--- src/rtl/cq_pkg.sv ---
// shared types and constants for the circular queue fifo
// no dependencies; imported by the controller, datapath and top level
`default_nettype none

package cq_pkg;

    localparam int unsigned CAP_W    = 5;
    localparam int unsigned COUNT_W  = 5;
    localparam int unsigned ACTION_W = 2;
    localparam int unsigned STATUS_W = 2;

    // action codes
    localparam logic [ACTION_W-1:0] ACT_ENQUEUE = 2'd0;
    localparam logic [ACTION_W-1:0] ACT_DEQUEUE = 2'd1;
    localparam logic [ACTION_W-1:0] ACT_PEEK    = 2'd2;

    // status codes
    localparam logic [STATUS_W-1:0] STAT_OK        = 2'd0;
    localparam logic [STATUS_W-1:0] STAT_OVERFLOW  = 2'd1;
    localparam logic [STATUS_W-1:0] STAT_UNDERFLOW = 2'd2;

    localparam logic [CAP_W-1:0] CAP_RESET = 5'd16;

    typedef enum logic [1:0] {
        S_IDLE = 2'b01,
        S_EXEC = 2'b10
    } cq_state_t;

    typedef struct packed {
        logic latch_in;
        logic exec;
    } cq_cmd_t;

    typedef struct packed {
        logic empty;
        logic full;
    } cq_stat_t;

endpackage

`default_nettype wire

--- src/rtl/cq_ctrl.sv ---
// controller state machine of the circular queue fifo
// depends on cq_pkg; drives the stream handshakes and the datapath commands
`default_nettype none

module cq_ctrl
(
    input  wire logic            clk,
    input  wire logic            rst_n,
    input  wire logic            s_axis_tvalid,
    output logic                 s_axis_tready,
    output logic                 m_axis_tvalid,
    input  wire logic            m_axis_tready,
    input  wire cq_pkg::cq_stat_t stat,
    output cq_pkg::cq_cmd_t      cmd
);
    import cq_pkg::*;

    cq_state_t state_reg;
    cq_state_t state_next;
    logic      out_valid_reg;
    logic      out_valid_next;

    assign s_axis_tready = (state_reg == S_IDLE);
    assign m_axis_tvalid = out_valid_reg;

    always_comb
    begin
        cmd.latch_in = s_axis_tvalid && s_axis_tready;
        // the result register must be free, or emptied in this cycle
        cmd.exec     = (state_reg == S_EXEC) && (!out_valid_reg || m_axis_tready);
    end

    always_comb
    begin
        state_next = state_reg;
        case (state_reg)
            S_IDLE:
            begin
                if (cmd.latch_in)
                    state_next = S_EXEC;
            end
            S_EXEC:
            begin
                if (cmd.exec)
                    state_next = S_IDLE;
            end
            default:
            begin
                state_next = S_IDLE;
            end
        endcase
    end

    always_comb
    begin
        out_valid_next = out_valid_reg;
        if (cmd.exec)
            out_valid_next = 1'b1;
        else if (m_axis_tready)
            out_valid_next = 1'b0;
    end

    always_ff @(posedge clk or negedge rst_n)
    begin
        if (!rst_n)
        begin
            state_reg     <= S_IDLE;
            out_valid_reg <= 1'b0;
        end
        else
        begin
            state_reg     <= state_next;
            out_valid_reg <= out_valid_next;
        end
    end

    a_exec_gives_result: assert property (@(posedge clk) disable iff (!rst_n)
        cmd.exec |=> m_axis_tvalid)
        else $error("result not presented after execution");

    a_accept_starts_exec: assert property (@(posedge clk) disable iff (!rst_n)
        cmd.latch_in |=> (state_reg == S_EXEC))
        else $error("accepted transaction not executed");

    a_no_overwrite: assert property (@(posedge clk) disable iff (!rst_n)
        (m_axis_tvalid && !m_axis_tready) |-> !cmd.exec)
        else $error("pending result overwritten");

    a_full_not_empty: assert property (@(posedge clk) disable iff (!rst_n)
        !(stat.full && stat.empty))
        else $error("queue both full and empty");

endmodule

`default_nettype wire

--- src/rtl/cq_dpath.sv ---
// datapath of the circular queue fifo: slot memory, indices, count, result register
// depends on cq_pkg; commanded by cq_ctrl
`default_nettype none

module cq_dpath
#(
    parameter int unsigned DEPTH      = 16,
    parameter int unsigned DATA_WIDTH = 32
)
(
    input  wire logic                          clk,
    input  wire logic                          rst_n,
    input  wire cq_pkg::cq_cmd_t               cmd,
    output cq_pkg::cq_stat_t                   stat,
    input  wire logic                          cfg_wr_en,
    input  wire logic [cq_pkg::CAP_W-1:0]      cfg_wr_data,
    input  wire logic [cq_pkg::ACTION_W-1:0]   in_action,
    input  wire logic [DATA_WIDTH-1:0]         in_data,
    output logic [DATA_WIDTH-1:0]              out_head,
    output logic [DATA_WIDTH-1:0]              out_tail,
    output logic [cq_pkg::STATUS_W-1:0]        out_status,
    output logic [cq_pkg::COUNT_W-1:0]         out_count,
    output logic                               out_empty,
    output logic                               out_full
);
    import cq_pkg::*;

    localparam int unsigned PTR_W = (DEPTH > 1) ? $clog2(DEPTH) : 1;
    localparam int unsigned CMP_W = (PTR_W + 1 > CAP_W) ? PTR_W + 1 : CAP_W;
    localparam logic [CAP_W-1:0] EFF_RESET =
        (DEPTH < 16) ? CAP_W'(DEPTH) : CAP_RESET;

    logic [DATA_WIDTH-1:0] mem [DEPTH];
    logic [DATA_WIDTH-1:0] rd_data_reg;

    logic [PTR_W-1:0]      head_ptr_reg, head_ptr_next;
    logic [PTR_W-1:0]      tail_ptr_reg, tail_ptr_next;
    logic [COUNT_W-1:0]    count_reg, count_next;
    logic [CAP_W-1:0]      eff_cap_reg;
    logic [CAP_W-1:0]      cap_clamped;
    logic [DATA_WIDTH-1:0] newest_reg, newest_next;
    logic [ACTION_W-1:0]   action_reg;
    logic [DATA_WIDTH-1:0] data_reg;
    logic                  mem_we;

    logic [DATA_WIDTH-1:0] res_head, res_tail;
    logic [STATUS_W-1:0]   res_status;

    function automatic logic [PTR_W-1:0] advance(input logic [PTR_W-1:0] idx,
                                                 input logic [CAP_W-1:0] cap);
        logic [CMP_W-1:0] n;
        n = CMP_W'(idx) + CMP_W'(1);
        return (n >= CMP_W'(cap)) ? '0 : PTR_W'(n);
    endfunction

    // zero behaves as one, anything past the built-in depth as the depth
    always_comb
    begin
        cap_clamped = cfg_wr_data;
        if (cfg_wr_data == '0)
            cap_clamped = CAP_W'(1);
        else if (32'(cfg_wr_data) > DEPTH)
            cap_clamped = CAP_W'(DEPTH);
    end

    always_comb
    begin
        head_ptr_next = head_ptr_reg;
        tail_ptr_next = tail_ptr_reg;
        count_next    = count_reg;
        newest_next   = newest_reg;
        mem_we        = 1'b0;
        res_status    = STAT_OK;
        res_head      = (count_reg != '0) ? rd_data_reg : '0;

        case (action_reg)
            ACT_ENQUEUE:
            begin
                if (count_reg >= eff_cap_reg)
                    res_status = STAT_OVERFLOW;
                else
                begin
                    mem_we        = 1'b1;
                    tail_ptr_next = advance(tail_ptr_reg, eff_cap_reg);
                    count_next    = count_reg + COUNT_W'(1);
                    newest_next   = data_reg;
                end
            end
            ACT_DEQUEUE:
            begin
                if (count_reg == '0)
                    res_status = STAT_UNDERFLOW;
                else
                begin
                    head_ptr_next = advance(head_ptr_reg, eff_cap_reg);
                    count_next    = count_reg - COUNT_W'(1);
                end
            end
            default:
            begin
                // peek, and the unused code, leave the queue alone
                if (count_reg == '0)
                    res_status = STAT_UNDERFLOW;
            end
        endcase

        res_tail = (count_next != '0) ? newest_next : '0;
    end

    always_ff @(posedge clk)
    begin
        if (cmd.exec && mem_we)
            mem[tail_ptr_reg] <= data_reg;
        rd_data_reg <= mem[head_ptr_reg];
    end

    always_ff @(posedge clk or negedge rst_n)
    begin
        if (!rst_n)
        begin
            head_ptr_reg <= '0;
            tail_ptr_reg <= '0;
            count_reg    <= '0;
            eff_cap_reg  <= EFF_RESET;
        end
        else if (cfg_wr_en)
        begin
            head_ptr_reg <= '0;
            tail_ptr_reg <= '0;
            count_reg    <= '0;
            eff_cap_reg  <= cap_clamped;
        end
        else if (cmd.exec)
        begin
            head_ptr_reg <= head_ptr_next;
            tail_ptr_reg <= tail_ptr_next;
            count_reg    <= count_next;
        end
    end

    always_ff @(posedge clk)
    begin
        if (cmd.latch_in)
        begin
            action_reg <= in_action;
            data_reg   <= in_data;
        end
        if (cmd.exec)
        begin
            newest_reg <= newest_next;
            out_head   <= res_head;
            out_tail   <= res_tail;
            out_status <= res_status;
            out_count  <= count_next;
            out_empty  <= (count_next == '0);
            out_full   <= (count_next == eff_cap_reg);
        end
    end

    assign stat.empty = (count_reg == '0);
    assign stat.full  = (count_reg == eff_cap_reg);

    a_count_bound: assert property (@(posedge clk) disable iff (!rst_n)
        count_reg <= eff_cap_reg)
        else $error("entry count beyond capacity");

    a_empty_aligned: assert property (@(posedge clk) disable iff (!rst_n)
        (count_reg == '0) |-> (head_ptr_reg == tail_ptr_reg))
        else $error("empty queue with misaligned indices");

    a_ptr_bound: assert property (@(posedge clk) disable iff (!rst_n)
        (CMP_W'(head_ptr_reg) < CMP_W'(eff_cap_reg)) &&
        (CMP_W'(tail_ptr_reg) < CMP_W'(eff_cap_reg)))
        else $error("index beyond wrap point");

endmodule

`default_nettype wire

--- src/rtl/circular_queue_fifo.sv ---
// top level of the circular queue fifo
// depends on cq_pkg, cq_ctrl and cq_dpath
//
// usage:
//   slave stream carries one operation per transaction: tuser selects
//   enqueue, dequeue or peek, tdata holds the word to append.
//   master stream returns one result per operation: head word seen before
//   the operation, newest held word after it, entry count and flags in
//   tdata, the status code in tuser.
//   cfg_wr_en/cfg_wr_data set the usable capacity and empty the queue;
//   write it only while no transaction is in flight.
// timing:
//   an operation is taken in S_IDLE and executed in S_EXEC, when the
//   registered read of the head slot is ready; no new operation is taken
//   until the last has executed, and the result is registered at execution.
//   while a result waits for m_axis_tready, execution of the following
//   operation holds in the controller and s_axis_tready stays low.
// reset:
//   queue empty, capacity sixteen (or the depth if smaller); slot contents
//   are not cleared and are never read before being written.
`default_nettype none

module circular_queue_fifo
#(
    parameter int unsigned DEPTH      = 16,
    parameter int unsigned DATA_WIDTH = 32
)
(
    input  wire logic                               clk,
    input  wire logic                               rst_n,
    input  wire logic                               cfg_wr_en,
    input  wire logic [cq_pkg::CAP_W-1:0]           cfg_wr_data,
    input  wire logic                               s_axis_tvalid,
    output logic                                    s_axis_tready,
    // data_in
    input  wire logic [((DATA_WIDTH+7)/8)*8-1:0]    s_axis_tdata,
    // action
    input  wire logic [cq_pkg::ACTION_W-1:0]        s_axis_tuser,
    output logic                                    m_axis_tvalid,
    input  wire logic                               m_axis_tready,
    // head_value, tail_value, entry_count, is_empty, is_full
    output logic [((2*DATA_WIDTH+cq_pkg::COUNT_W+2+7)/8)*8-1:0] m_axis_tdata,
    // status
    output logic [cq_pkg::STATUS_W-1:0]             m_axis_tuser
);
    import cq_pkg::*;

    localparam int unsigned OUT_BITS = 2 * DATA_WIDTH + COUNT_W + 2;
    localparam int unsigned OUT_W    = ((OUT_BITS + 7) / 8) * 8;

    cq_cmd_t               cmd;
    cq_stat_t              stat;
    logic [DATA_WIDTH-1:0] out_head, out_tail;
    logic [COUNT_W-1:0]    out_count;
    logic                  out_empty, out_full;

    cq_ctrl u_ctrl
    (
        .clk           (clk),
        .rst_n         (rst_n),
        .s_axis_tvalid (s_axis_tvalid),
        .s_axis_tready (s_axis_tready),
        .m_axis_tvalid (m_axis_tvalid),
        .m_axis_tready (m_axis_tready),
        .stat          (stat),
        .cmd           (cmd)
    );

    cq_dpath #(
        .DEPTH      (DEPTH),
        .DATA_WIDTH (DATA_WIDTH)
    ) u_dpath
    (
        .clk         (clk),
        .rst_n       (rst_n),
        .cmd         (cmd),
        .stat        (stat),
        .cfg_wr_en   (cfg_wr_en),
        .cfg_wr_data (cfg_wr_data),
        .in_action   (s_axis_tuser),
        .in_data     (s_axis_tdata[DATA_WIDTH-1:0]),
        .out_head    (out_head),
        .out_tail    (out_tail),
        .out_status  (m_axis_tuser),
        .out_count   (out_count),
        .out_empty   (out_empty),
        .out_full    (out_full)
    );

    assign m_axis_tdata = OUT_W'({out_full, out_empty, out_count, out_tail, out_head});

endmodule

`default_nettype wire

--- config.mk ---
export PLATFORM = sky130hd
export DESIGN_NAME = circular_queue_fifo
export DESIGN_NICKNAME = d
export VERILOG_FILES = /design/src/rtl/cq_pkg.sv /design/src/rtl/cq_ctrl.sv /design/src/rtl/cq_dpath.sv /design/src/rtl/circular_queue_fifo.sv
export SDC_FILE = /design/constraint.sdc
export NUM_CORES = 1
export LEC_CHECK = 0
export BUFFER_PORTS_ARGS = -buffer_cell sky130_fd_sc_hd__buf_2
export CAP_MARGIN = 40
export CORE_MARGIN = 4
export CORE_UTILIZATION = 60
export DETAILED_ROUTE_END_ITERATION = 6
export HOLD_SLACK_MARGIN = 0.05
export PLACE_DENSITY = 0.78
export SETUP_SLACK_MARGIN = 0.02
export SYNTH_ARGS = -nofsm -noshare
export SYNTH_HDL_FRONTEND = slang
export SYNTH_SLANG_ARGS = --single-unit
--- constraint.sdc ---
create_clock -name clk -period 7.3 [get_ports clk]
set_input_delay 1.095 -clock clk [delete_from_list [all_inputs] [get_ports clk]]
set_output_delay 1.095 -clock clk [all_outputs]
set_load 0.05 [all_outputs]
==> reports/results.ini <==
[run_status]
status = finished, final reports clean

[yosys]
ys.flop_type = edfxtp_1
ys_seq_area_share_pct = 75.7
synth.top_cell.area_share_pct = 71.5
syn-cell-area_um2 = 27400
syn_nets = 1562
synthArstFlopShare_pct = 2.98
synth_seq_cells = 704
ys_top_cells_by_area = edfxtp_1 71%, mux4_2 5.3%, mux2i_1 3.8%
synth_cells = 1495
synth_edf_count = 651
synth_cell_type_count = 61
yosys_warnings = 0
syn_avg_cell_area_um2 = 18.3
synth_top_area_cell = edfxtp_1

[global_route]
overflow = 0
antenna_found_initial = 0
grt_pass1_wl_um = 89100
track_usage_pct = 23.6
grt_max_degree = 89
grt_pass1_vias = 14557

[finish]
fill_cells = 2626
mostFrequentLayoutCells = 651 x edfxtp_1, 118 x buf_2, 105 x mux2i_1, 74 x o21ai_0, 72 x clkbuf_16
layoutNonFillerInstCount = 2278
fin_nets = 1699
largest_reg_flops = 512
fin_area_um2 = 31100
drive_gt1_share_pct = 23.5
final_common_cell = edfxtp_1
max_flop_register = u_dpath.mem
antennaDiodeCount = 0
area_delta_synth_final_pct = 13.7
post-route-util_pct = 69.7

[drt]
met1_length_um = 24200
drt-pass1-iter-count = 7
drc = 0
ant_nets = 0
wl_met3_um = 5220
vias = 14306
dr_wl_met2_um = 27200
routed.top_layer = met4
drtIter0Drc = 1360
viasPerCell = 6.28
wl_per_cell_um = 25.4
detail_route.wirelength_um = 57800

[timing]
max_freq_mhz = 236
post-route-period-util_pct = 58.0
clock_skew_ns = 0.0209
layout_setup_ws_ns = 3.07
tns_ns = 0
finalSetupViolations = 0
rsz0062_at_grt = false
report.final.slew_viol_count = 0
maxSlewHeadroom_pct = 37.8
min_period_ns = 4.23
tightest_slew_ns = 0.910
hold_viol = 0

[die]
fp.dieH_um = 222
dieWidth_um = 222
row_count = 77
core_area_um2 = 44600
io-pin-count = 120
dieArea_um2 = 49100
start_util_pct = 61.3

[placed_design]
hpwl_um = 34900
place_congestion = 0.858
port_buffers = 118
dp_slack_ns = 3.08
post_dp_cell_area_um2 = 29000
dp_cells = 2153

[clock_tree]
clk_pin_slew_worst_paths_ns = 0.06
cts_tree = built
cts_resized = 0
clock-sinks = 704
cts_hold_buffers = 0
clock_latency_ns = 0.60
cts_made_buffers = 69
postCtsSetupBuffers = 0
cts-root-buf = clkbuf_16
cts.path.max_buffers = 3
htree_levels = 3

[setup_path]
max_stage_delay_ns = 0.72
worstPathRequired_ns = 7.56
cp_max_fo = 23
crit_chain = inv_1, ha_1, a2111o_1, a21o_1, nor3_1, nand2_1, nor3_2, buf_4
slowest_stage = nor3_2
start_kind = register
rrSetupSlack_ns = 3.07
worst_setup_path_end_kind = register
critical_path_arrival_ns = 4.50
crit_type = register to register

[power_and_ir_drop]
ir_worst_vdd_v = 0.000282
p_leak_uw = 0.0101
p_per_area_nw_per_um2 = 266

[worst_hold_path]
hp-class = primary input to async pin

[job]
maxCapViolCount = 0

-- metrics by stage --
stage / power, uW / hold slack (ns)
floorplan: 4860 / 0.482
global placement: 4970 / 0.486
detailed placement: 4980 / 0.487
CTS: 8320 / 0.455
global route: 8550 / 0.492
finish: 8270 / 0.478
-- synth_stat cells, types with 14 or more instances --
cell type,number
edfxtp_1,651
mux2i_1,105
o21ai_0,74
nand2_1,68
mux4_2,64
mux2_2,58
clkbuf_1,49
a21oi_1,40
and2_1,36
a221oi_1,32
a22oi_1,32
dfxtp_1,32
o41a_1,31
nor2_1,30
ha_1,23
inv_1,20
dfrtp_1,19
buf_2,14
-- routing by layer --
| metal | GRT usage [%] | vias to the layer above |
|---|---|---|
| met5 | 0 | - |
| met3 | 4.37 | 93 |
| met4 | 6.94 | 0 |
| met1 | 35.3 | 7280 |
| li1 | - | 6245 |
| met2 | 36.5 | 688 |
-- worst paths after layout --
check	startpoint	end	depth (start not counted)
setup / recovery	u_dpath.eff_cap_reg[4]$_DFFE_PN1P_	u_dpath.mem[3][8]$_DFFE_PP_	8
hold / removal	rst_n	u_dpath.count_reg[3]$_DFFE_PN0P_	1
setup reg to reg	u_dpath.eff_cap_reg[4]$_DFFE_PN1P_	u_dpath.mem[3][8]$_DFFE_PP_	8
hold reg to reg	u_dpath.rd_data_reg[5]$_DFF_P_	u_dpath.out_head[5]$_SDFFCE_PP0P_	1
max in group asynchronous	rst_n	u_dpath.head_ptr_reg[0]$_DFFE_PN0P_	1
min in group clk	u_dpath.rd_data_reg[5]$_DFF_P_	u_dpath.out_head[5]$_SDFFCE_PP0P_	1
-- area by class of cell --
| class | instances | area [um2] | area share [%] |
|---|---|---|---|
| inverter | 21 | 78.8 | 0.253 |
| sequential | 704 | 20700 | 66.6 |
| multi-input combinational | 683 | 6300 | 20.2 |
| tap | 592 | 741 | 2.38 |
| timing repair buffer | 153 | 1130 | 3.62 |
| clock inverter | 24 | 188 | 0.603 |
| clock buffer | 101 | 1950 | 6.27 |
-- cells by family (layout without fill, tap and decap cells) --
kind of cell               count (synthesis)  after routing  synth area share [%]
xor gates and xnor gates                   9              9                 0.339
adders and majority gates                 23             23                  1.05
and+or+nand+nor                          183            183                  3.33
DFF                                      704            704                  75.7
buffers and inverters                    108            299                  1.81
muxes                                    227            227                  11.5
other                                      1              1                0.0137
AOI/OAI and AO/OA                        240            240                  6.22
-- power by group --
part           total, uW  switching (uW)  internal, uW
sequential          4590            88.3          4500
combinational        313             209           104
clock               3370            1440          1930
total               8270            1740          6530
-- critical path, delay by kind of cell (launching register included) --
| family | cells | cell delay [ns] |
|---|---|---|
| adders and majority gates | 1 | 0.36 |
| buffers and inverters | 2 | 0.53 |
| and+or+nand+nor | 3 | 1.72 |
| AOI/OAI and AO/OA | 2 | 0.74 |
| DFF | 1 | 0.54 |
(Power assumes the default switching activity.)
